### src/rtl/ipat_pkg.sv
package ipat_pkg;

  localparam int unsigned NumBytes = 16;
  localparam int unsigned PosW     = 5;
  localparam int unsigned IdxW     = 4;

  localparam logic [7:0] ChColon = 8'h3a;
  localparam logic [7:0] ChDot   = 8'h2e;
  localparam logic [7:0] ChNul   = 8'h00;

  localparam int unsigned CfgAddrW = 1;
  localparam logic [CfgAddrW-1:0] RegFamily = 1'b0;

  typedef logic [NumBytes-1:0][7:0] addr_bytes_t;

  // Decode one hex digit; bit 4 set means not a hex digit.
  function automatic logic [4:0] hex_digit(input logic [7:0] c);
    logic [4:0] h;
    h = 5'h10;
    if (c >= 8'h30 && c <= 8'h39) h = 5'(c - 8'h30);
    else if (c >= 8'h61 && c <= 8'h66) h = 5'(c - 8'h57);
    else if (c >= 8'h41 && c <= 8'h46) h = 5'(c - 8'h37);
    return h;
  endfunction

  function automatic logic is_dec(input logic [7:0] c);
    return (c >= 8'h30 && c <= 8'h39);
  endfunction

endpackage

### src/rtl/ip_address_text_parser.sv
// Parses IPv4 dotted-quad or IPv6 colon-hex text, one character per beat.
// Non-terminator characters are taken one per cycle while in_ready is
// high. A zero byte ends the string and gives one result beat. For an
// IPv6 string with a "::" gap the gap expander moves the tail one byte per
// cycle. The output register holds a result until taken, and input stalls
// while that result waits and out_ready is low, and while the gap is
// expanded. Writing address_family drops any partial string.
module ip_address_text_parser (
  input  logic        clk,
  input  logic        rst_n,
  input  logic        in_valid,
  output logic        in_ready,
  input  logic [7:0]  in_character,
  output logic        out_valid,
  input  logic        out_ready,
  output logic        out_address_valid,
  output logic [63:0] out_address_high,
  output logic [63:0] out_address_low,
  input  logic        cfg_psel,
  input  logic        cfg_penable,
  input  logic        cfg_pwrite,
  input  logic [ipat_pkg::CfgAddrW+1:0] cfg_paddr,
  input  logic [31:0] cfg_pwdata,
  output logic [31:0] cfg_prdata,
  output logic        cfg_pready
);

  typedef enum logic [1:0] {ST_RUN, ST_GAP, ST_OUT} state_t;

  state_t                 state_r, state_nxt;
  logic                   fam_r;
  ipat_pkg::addr_bytes_t  ab_r, ab_nxt;
  logic [4:0]             wp_r, wp_nxt, gp_r, gp_nxt;
  logic                   gseen_r, gseen_nxt;
  logic [15:0]            hv_r, hv_nxt;
  logic                   hasd_r, hasd_nxt;
  logic [7:0]             dv_r, dv_nxt;
  logic                   alld_r, alld_nxt;
  logic [2:0]             oc_r, oc_nxt;
  logic                   dot_r, dot_nxt;
  logic [1:0]             ph_r, ph_nxt;
  logic                   cag_r, cag_nxt;
  logic                   fail_r, fail_nxt;
  logic                   ov_r, ov_nxt;
  logic                   oa_r, oa_nxt;
  logic [63:0]            oh_r, oh_nxt, ol_r, ol_nxt;

  logic                   cfg_wr, acc;
  logic                   gm_start, gm_busy, gm_done;
  ipat_pkg::addr_bytes_t  gm_bytes;

  assign cfg_pready = 1'b1;
  assign cfg_wr = cfg_psel && cfg_penable && cfg_pwrite &&
                  (cfg_paddr[ipat_pkg::CfgAddrW+1:2] == ipat_pkg::RegFamily) &&
                  (cfg_paddr[1:0] == 2'b00);
  assign cfg_prdata = (cfg_paddr[ipat_pkg::CfgAddrW+1:2] == ipat_pkg::RegFamily)
                      ? {31'd0, fam_r} : 32'd0;

  assign in_ready = (state_r == ST_RUN) && (!ov_r || out_ready);
  assign acc = in_valid && in_ready;

  // Shared 8-bit decimal step: token*10 + digit
  logic [11:0] dec_n;
  logic [4:0]  hd;
  logic [19:0] hex_n;
  assign hd    = ipat_pkg::hex_digit(in_character);
  assign dec_n = 12'(dv_r) * 12'd10 + 12'(in_character - 8'h30);
  assign hex_n = {hv_r, hd[3:0]};

  ipat_gap_mover u_gap (
    .clk(clk), .rst_n(rst_n), .start(gm_start), .gap(gp_r[3:0]), .wpos(wp_r),
    .bytes_in(ab_r), .bytes_out(gm_bytes), .busy(gm_busy), .done(gm_done)
  );

  always_comb begin
    logic ok, dec_ok;
    logic [3:0] idx;
    logic fin;
    state_nxt = state_r;
    ab_nxt = ab_r; wp_nxt = wp_r; gp_nxt = gp_r; gseen_nxt = gseen_r;
    hv_nxt = hv_r; hasd_nxt = hasd_r; dv_nxt = dv_r; alld_nxt = alld_r;
    oc_nxt = oc_r; dot_nxt = dot_r; ph_nxt = ph_r; cag_nxt = cag_r;
    fail_nxt = fail_r;
    ov_nxt = ov_r; oa_nxt = oa_r; oh_nxt = oh_r; ol_nxt = ol_r;
    gm_start = 1'b0;
    ok = 1'b1; fin = 1'b0;
    dec_ok = 1'b0;
    idx = '0;

    if (ov_r && out_ready) ov_nxt = 1'b0;

    unique case (state_r)
      ST_RUN: begin
        if (acc && in_character != ipat_pkg::ChNul) begin
          if (!fail_r) begin
            // IPv6 phase handling
            if (fam_r && ph_r == 2'd0) begin
              ph_nxt = 2'd2;
            end else if (fam_r && ph_r == 2'd1) begin
              ph_nxt = 2'd2;
              if (in_character != ipat_pkg::ChColon) ok = 1'b0;
            end
            if (fam_r && ph_r == 2'd0 && in_character == ipat_pkg::ChColon) begin
              ph_nxt = 2'd1;
            end else if (ok) begin
              if (fam_r) cag_nxt = 1'b0;
              if (!fam_r || dot_r) begin
                // Dotted-quad character
                if (ipat_pkg::is_dec(in_character)) begin
                  if ((hasd_r && dv_r == 8'd0) || dec_n > 12'd255) ok = 1'b0;
                  else if (!hasd_r && oc_r >= 3'd4) ok = 1'b0;
                  else begin
                    dv_nxt = dec_n[7:0];
                    if (!hasd_r) begin
                      oc_nxt = oc_r + 3'd1;
                      hasd_nxt = 1'b1;
                    end
                    idx = wp_r[3:0] + 4'(oc_nxt) - 4'd1;
                    ab_nxt[idx] = dec_n[7:0];
                  end
                end else if (in_character == ipat_pkg::ChDot && hasd_r) begin
                  if (oc_r == 3'd4) ok = 1'b0;
                  else begin
                    dv_nxt = '0;
                    hasd_nxt = 1'b0;
                  end
                end else ok = 1'b0;
              end else if (!hd[4]) begin
                if (hex_n[19:16] != 4'd0) ok = 1'b0;
                else begin
                  hv_nxt = hex_n[15:0];
                  if (alld_r) begin
                    dec_ok = ipat_pkg::is_dec(in_character) &&
                             !(hasd_r && dv_r == 8'd0) && dec_n <= 12'd255;
                    if (dec_ok) dv_nxt = dec_n[7:0];
                    else alld_nxt = 1'b0;
                  end
                  hasd_nxt = 1'b1;
                end
              end else if (in_character == ipat_pkg::ChColon) begin
                dv_nxt = '0;
                alld_nxt = 1'b1;
                if (!hasd_r) begin
                  if (gseen_r) ok = 1'b0;
                  else begin
                    gseen_nxt = 1'b1;
                    gp_nxt = wp_r;
                  end
                end else if (wp_r > 5'd14) ok = 1'b0;
                else begin
                  ab_nxt[wp_r[3:0]] = hv_r[15:8];
                  ab_nxt[wp_r[3:0] + 4'd1] = hv_r[7:0];
                  wp_nxt = wp_r + 5'd2;
                  hasd_nxt = 1'b0;
                  hv_nxt = '0;
                  cag_nxt = 1'b1;
                end
              end else if (in_character == ipat_pkg::ChDot) begin
                if (!hasd_r || !alld_r || wp_r > 5'd12) ok = 1'b0;
                else begin
                  ab_nxt[wp_r[3:0]] = dv_r;
                  dot_nxt = 1'b1;
                  oc_nxt = 3'd1;
                  hasd_nxt = 1'b0;
                  dv_nxt = '0;
                  hv_nxt = '0;
                end
              end else ok = 1'b0;
            end
            if (!ok) fail_nxt = 1'b1;
          end
        end else if (acc) begin
          // Terminator: finish the string
          if (fail_r) ok = 1'b0;
          else if (!fam_r) ok = (oc_r == 3'd4);
          else begin
            if (ph_r == 2'd1 || cag_r) ok = 1'b0;
            else if (dot_r) begin
              if (oc_r != 3'd4) ok = 1'b0;
              else wp_nxt = wp_r + 5'd4;
            end else if (hasd_r) begin
              if (wp_r > 5'd14) ok = 1'b0;
              else begin
                ab_nxt[wp_r[3:0]] = hv_r[15:8];
                ab_nxt[wp_r[3:0] + 4'd1] = hv_r[7:0];
                wp_nxt = wp_r + 5'd2;
              end
            end
            if (ok && gseen_r) begin
              if (wp_nxt >= 5'd16 || gp_r > wp_nxt) ok = 1'b0;
            end else if (ok) ok = (wp_nxt == 5'd16);
          end
          if (ok && fam_r && gseen_r) begin
            // Commit tail bytes, then expand in the mover
            state_nxt = ST_GAP;
          end else begin
            fin = 1'b1;
          end
        end
      end
      ST_GAP: begin
        state_nxt = ST_OUT;
        gm_start = 1'b1;
      end
      ST_OUT: begin
        if (gm_done) begin
          ab_nxt = gm_bytes;
          fin = 1'b1;
          ok = 1'b1;
          state_nxt = ST_RUN;
        end
      end
      default: state_nxt = ST_RUN;
    endcase

    if (fin) begin
      ov_nxt = 1'b1;
      oa_nxt = ok;
      oh_nxt = '0;
      ol_nxt = '0;
      if (ok && fam_r) begin
        oh_nxt = {ab_nxt[0], ab_nxt[1], ab_nxt[2], ab_nxt[3],
                  ab_nxt[4], ab_nxt[5], ab_nxt[6], ab_nxt[7]};
        ol_nxt = {ab_nxt[8], ab_nxt[9], ab_nxt[10], ab_nxt[11],
                  ab_nxt[12], ab_nxt[13], ab_nxt[14], ab_nxt[15]};
      end else if (ok) begin
        ol_nxt = {32'd0, ab_nxt[0], ab_nxt[1], ab_nxt[2], ab_nxt[3]};
      end
    end

    // Clear parse state at end of string or on a family write
    if (fin || cfg_wr) begin
      ab_nxt = '0; wp_nxt = '0; gp_nxt = '0; gseen_nxt = 1'b0;
      hv_nxt = '0; hasd_nxt = 1'b0; dv_nxt = '0; alld_nxt = 1'b1;
      oc_nxt = '0; dot_nxt = 1'b0; ph_nxt = '0; cag_nxt = 1'b0;
      fail_nxt = 1'b0;
    end
  end

  always_ff @(posedge clk) begin
    if (!rst_n) begin
      state_r <= ST_RUN;
      fam_r   <= 1'b0;
      ab_r    <= '0;
      wp_r    <= '0;
      gp_r    <= '0;
      gseen_r <= 1'b0;
      hv_r    <= '0;
      hasd_r  <= 1'b0;
      dv_r    <= '0;
      alld_r  <= 1'b1;
      oc_r    <= '0;
      dot_r   <= 1'b0;
      ph_r    <= '0;
      cag_r   <= 1'b0;
      fail_r  <= 1'b0;
      ov_r    <= 1'b0;
    end else begin
      state_r <= state_nxt;
      if (cfg_wr) fam_r <= cfg_pwdata[0];
      ab_r    <= ab_nxt;
      wp_r    <= wp_nxt;
      gp_r    <= gp_nxt;
      gseen_r <= gseen_nxt;
      hv_r    <= hv_nxt;
      hasd_r  <= hasd_nxt;
      dv_r    <= dv_nxt;
      alld_r  <= alld_nxt;
      oc_r    <= oc_nxt;
      dot_r   <= dot_nxt;
      ph_r    <= ph_nxt;
      cag_r   <= cag_nxt;
      fail_r  <= fail_nxt;
      ov_r    <= ov_nxt;
    end
    oa_r <= oa_nxt;
    oh_r <= oh_nxt;
    ol_r <= ol_nxt;
  end

  assign out_valid         = ov_r;
  assign out_address_valid = oa_r;
  assign out_address_high  = oh_r;
  assign out_address_low   = ol_r;

`ifndef SYNTHESIS
  a_out_hold: assert property (@(posedge clk) disable iff (!rst_n)
    ov_r && !out_ready |=> ov_r && $stable(oh_r) && $stable(ol_r))
    else $error("result dropped");
  a_ready_run: assert property (@(posedge clk) disable iff (!rst_n)
    in_ready |-> state_r == ST_RUN && !gm_busy) else $error("ready while busy");
  a_bad_zero: assert property (@(posedge clk) disable iff (!rst_n)
    ov_r && !oa_r |-> oh_r == 64'd0 && ol_r == 64'd0)
    else $error("invalid result not zero");
`endif

endmodule

### src/rtl/ipat_gap_mover.sv
// Expand a "::" gap: move the tail bytes to the end, one byte per cycle,
// from the last byte backward, zeroing the source after it is moved.
module ipat_gap_mover (
  input  logic                         clk,
  input  logic                         rst_n,
  input  logic                         start,
  input  logic [ipat_pkg::IdxW-1:0]    gap,
  input  logic [ipat_pkg::PosW-1:0]    wpos,
  input  ipat_pkg::addr_bytes_t        bytes_in,
  output ipat_pkg::addr_bytes_t        bytes_out,
  output logic                         busy,
  output logic                         done
);

  ipat_pkg::addr_bytes_t         buf_r, buf_nxt;
  logic [ipat_pkg::PosW-1:0]     left_r, left_nxt;
  logic [ipat_pkg::IdxW-1:0]     src_r, src_nxt, dst_r, dst_nxt;
  logic                          busy_r, busy_nxt, done_r, done_nxt;

  always_comb begin
    buf_nxt  = buf_r;
    left_nxt = left_r;
    src_nxt  = src_r;
    dst_nxt  = dst_r;
    busy_nxt = busy_r;
    done_nxt = 1'b0;
    if (start) begin
      buf_nxt  = bytes_in;
      left_nxt = wpos - {1'b0, gap};
      src_nxt  = ipat_pkg::IdxW'(wpos - 5'd1);
      dst_nxt  = '1;
      busy_nxt = 1'b1;
    end else if (busy_r) begin
      if (left_r == '0) begin
        busy_nxt = 1'b0;
        done_nxt = 1'b1;
      end else begin
        // Move one byte and clear its old slot
        buf_nxt[src_r] = 8'h00;
        buf_nxt[dst_r] = buf_r[src_r];
        src_nxt  = src_r - 1'b1;
        dst_nxt  = dst_r - 1'b1;
        left_nxt = left_r - 1'b1;
      end
    end
  end

  always_ff @(posedge clk) begin
    if (!rst_n) begin
      busy_r <= 1'b0;
      done_r <= 1'b0;
    end else begin
      busy_r <= busy_nxt;
      done_r <= done_nxt;
    end
    buf_r  <= buf_nxt;
    left_r <= left_nxt;
    src_r  <= src_nxt;
    dst_r  <= dst_nxt;
  end

  assign bytes_out = buf_r;
  assign busy      = busy_r;
  assign done      = done_r;

`ifndef SYNTHESIS
  a_done_after_busy: assert property (@(posedge clk) disable iff (!rst_n)
    done_r |-> $past(busy_r)) else $error("done without busy");
  a_no_start_busy: assert property (@(posedge clk) disable iff (!rst_n)
    busy_r |-> !start) else $error("start while busy");
  a_left_drops: assert property (@(posedge clk) disable iff (!rst_n)
    busy_r && !start && left_r != '0 |=> left_r == $past(left_r) - 1'b1)
    else $error("count did not advance");
`endif

endmodule
### config.mk
export PLATFORM = sky130hd
export DESIGN_NAME = ip_address_text_parser
export DESIGN_NICKNAME = d
export VERILOG_FILES = /design/src/rtl/ipat_pkg.sv /design/src/rtl/ip_address_text_parser.sv /design/src/rtl/ipat_gap_mover.sv
export SDC_FILE = /design/constraint.sdc
export NUM_CORES = 2
export LEC_CHECK = 0
export ABC_CLOCK_PERIOD_IN_PS = 6700
export BUFFER_PORTS_ARGS = -buffer_cell sky130_fd_sc_hd__clkbuf_2
export CORE_MARGIN = 2
export CORE_UTILIZATION = 30
export DETAILED_ROUTE_END_ITERATION = 8
export GPL_ROUTABILITY_DRIVEN = 1
export PLACE_DENSITY = 0.53
export SLEW_MARGIN = 30
export SYNTH_ARGS = -nofsm -noshare
export SYNTH_HDL_FRONTEND = slang
export SYNTH_SLANG_ARGS = --single-unit
### constraint.sdc
create_clock -name clk -period 6.7 [get_ports clk]
set_input_delay 1.34 -clock clk [delete_from_list [all_inputs] [get_ports clk]]
set_output_delay 1.34 -clock clk [all_outputs]
set_load 0.02 [all_outputs]
==> results.yml <==
placed_design:
  pre_cts_ws_ns: 0.6866
  io_buffers: 150
  gp_congestion: 1.025
  dp_cells: 5097
  post-dp-hpwl_mm: 111.9
logic_synthesis:
  synth_async_sr_flop_share_pct: 0
  synth.largest_area_cell: "edfxtp_1"
  syn_inst: 3716
  synth-seq-area-share_pct: 37.61
  syn_area_per_cell_um2: 8.309
  synthFlopType: "edfxtp_1"
  yosysMostFrequentCell: "nor2_1"
  synth_common_cells: "nor2_1, nand2_1, a21oi_1"
  netlist.area_leader.share_pct: 25.87
  yosys.cell_types.count: 103
  synth_seq_cells: 447
  yosys_warnings: 0
  synth_area_um2: 30870
  synth-edff-count: 266
  synth_area_leaders: "edfxtp_1, dfxtp_1, nor2_1"
floorplanning:
  std_cell_rows: 117
  io_pins: 214
  die_y_um: 324.8
  start_util_pct: 30.30
  die_w_um: 324.8
  die-area_um2: 105500
  core_um2: 101900
finish:
  nNetsFinal: 3891
  final_util_pct: 34.91
  synthToLayoutAreaGrowth_pct: 15.20
  final_cells: 5203
  drive_gt1_share_pct: 14.96
pwr:
  pwr-share-seq_pct: 42.4
  power.density_nw_per_um2: 198.2
  switching_power_mw: 1.951
  p_int_mw: 5.099
  p_clk_share_pct: 46.3
  irDropWorstVdd_v: 0.0001608
  switching_share_pct: 27.67
  leakagePower_nw: 12.43
  power_mw: 7.050
  pwr-share-comb_pct: 11.3
timing:
  period_needed_ns: 5.786
  setup_violations: 0
  finalSetupTns_ns: 0
  rsz0062_at_grt: "false"
  min_period_over_period_pct: 86.35
  maxSlewHeadroom_pct: 21.75
  finClkSkew_ns: 0.02582
  setup_ws_ns: 0.9144
  hold_violations: 0
  slew_viol_final: 0
  fmax_mhz: 172.8
  worst_pin_slew_ns: 1.171
clock_tree:
  cts-root-buf: "clkbuf_16"
  ctsHoldBuffers: 0
  ctsResizeCount: 0
  clk_pin_slew_ns: 0.07
  htreeDepth: 2
  post-cts-setup-buffers: 0
  cts_tree: "built"
  cts-buffers-inserted: 51
  cts_num_sinks: 447
  insertion_delay_ns: 0.66
  clock_path_buffers: 3
critical_path:
  crit_slowest_cell: "a222oi_1"
  r2r-end: "out_address_high[18]$_SDFFCE_PN0P_"
  crit_fanout: 9
  path_depth: 17
  r2r_slack_ns: 0.91
  cp-startpoint: "dv_r[2]$_SDFFE_PP0P_"
  crit_end: "out_address_high[18]$_SDFFCE_PN0P_"
  cp_common_cell: "ha_1"
  rr_startpoint: "dv_r[2]$_SDFFE_PP0P_"
  cp_data_required_time_ns: 7.08
  crit_buf_inv: 1
  crit_arrival_ns: 6.17
  cp-start-kind: "flip-flop"
  critPathKind: "flip-flop to flip-flop"
  path_cells: "ha_1 > ha_1 > a21o_1 > a21oi_1 > xnor2_1 > ha_1 > a21oi_1 > o21ai_0 > or3_1 > a21boi_0 > nand3b_2 > buf_4 > nor4_4 > nand2_1 > a221o_1 > a222oi_1 > nor2_1"
  critPathCaptureType: "flip-flop"
  worst_r2r_path_depth: 17
  cp_top_family: "compound AO/OA/AOI/OAI gates"
  cpPeakStageDelay_ns: 0.52
hold_path:
  hp-class: "flip-flop to flip-flop"
  whs_path_depth: 1
route:
  detail-route-antenna-nets: 0
  wl_per_cell_um: 32.30
  drtPass1Iterations: 8
  vias_per_cell: 6.523
  drc: 0
  dr.first_iter.drc_count: 5719
  wirelength_mm: 168.1
  dr_total_vias: 33940
job:
  maxCapViolations: 0
global_routing:
  grt_max_degree: 161
  grt_pass1_vias: 30720
  antenna_found_initial: 10
  grt.overflow.total: 0
  grtUsageTotal_pct: 30.29
  grt_first_pass_wirelength_mm: 233.5
status:
  outcome: "complete, no violations"
==> power by group through the flow <==
stage               registers [mW]  logic [mW]  clock network [mW]
floorplan                     3.03       0.464                   0
global placement              3.04       0.750                   0
finish                        2.99       0.798                3.26
detailed placement            3.04       0.752                   0
global route                  2.99       0.827                3.37
CTS                           2.98       0.756                3.28
==> stage by stage <==
step	hold WS, ns	area (µm²)
after detailed placement	0.4783	33660
final	0.4902	35570
after global placement	0.4762	33640
after CTS	0.4879	35520
after floorplan	0.4665	30990
after global routing	0.5112	35540
==> cell type report <==
| class | instances | area [µm²] |
|---|---|---|
| inverters | 80 | 305.3 |
| flip-flops and latches | 447 | 11620 |
| clock inverters | 34 | 529.3 |
| well taps | 1368 | 1712 |
| multi-input cells | 2862 | 17800 |
| clock buffers | 60 | 1330 |
| diodes | 12 | 30.03 |
| fillers | 10730 | 66320 |
| repair buffers | 340 | 2240 |
==> layout by cell type (no fill, tap or decap), types with 25 or more instances in the layout <==
master,Yosys,layout
o22ai_1,90,90
mux2i_1,65,65
inv_1,79,78
o221ai_1,41,41
nor2_1,631,621
a211oi_1,31,30
nand2_1,447,441
dfxtp_1,181,177
ha_1,55,55
nand3_1,62,62
nor3_1,37,36
clkbuf_16,0,51
and2_1,51,51
buf_4,32,185
a222oi_1,28,28
clkbuf_2,1,150
xnor2_1,27,25
o211ai_1,30,30
a22oi_1,27,27
conb_1,2,32
mux2_2,26,26
a221oi_1,185,185
nor2b_1,33,32
edfxtp_1,266,266
mux4_2,40,40
a31oi_1,113,110
a21oi_1,269,267
and3_1,25,25
a21o_1,25,25
o21ai_0,150,149
==> flip-flops by register name, indices dropped and copies added, names as in the netlist, 5 cells and up <==
| name | cells |
|---|---|
| hv_r | 16 |
| dv_r | 8 |
| out_address_high | 64 |
| ab_r | 128 |
| u_gap.left_r | 5 |
| out_address_low | 64 |
| u_gap.bytes_out | 128 |
==> worst min-delay path by stage <==
| stage | start | end | slack, ns |
|---|---|---|---|
| 3_3_place_gp | u_gap.busy$_SDFF_PN0_ | u_gap.done$_SDFF_PP0_ | 0.48 |
| 6_report | u_gap.busy$_SDFF_PN0_ | u_gap.done$_SDFF_PP0_ | 0.49 |
| 3_5_place_dp | u_gap.busy$_SDFF_PN0_ | u_gap.done$_SDFF_PP0_ | 0.48 |
| 2_1_floorplan | u_gap.busy$_SDFF_PN0_ | u_gap.done$_SDFF_PP0_ | 0.47 |
| 5_1_grt | u_gap.busy$_SDFF_PN0_ | u_gap.done$_SDFF_PP0_ | 0.51 |
| 4_1_cts | u_gap.busy$_SDFF_PN0_ | u_gap.done$_SDFF_PP0_ | 0.49 |
==> routing by layer <==
| layer | GRT usage, % | vias up | wire length (µm) |
|---|---|---|---|
| met4 | 18.76 | 10 | 12430 |
| li1 | - | 14070 | - |
| met3 | 10.85 | 667 | 25590 |
| met2 | 41.68 | 2891 | 65410 |
| met1 | 40.01 | 16310 | 64540 |
| met5 | 0 | - | 78 |
==> cells by family (layout without fill, tap and decap cells) <==
logic type               count (synthesis)  count (layout)  share of synthesized area, %
flip-flops                             447             447                         37.61
XOR/XNOR                                39              39                         1.155
adder cells (fa/ha/maj)                 59              59                         2.488
AND/OR/NAND/NOR                       1403            1403                         19.89
buffers and inverters                  437             514                         5.856
AO/OA/AOI/OAI                         1198            1198                         27.01
multiplexers                           131             131                         5.973
other                                    2              44                       0.02432
No activity file was read; power rests on OpenSTA's default activity.
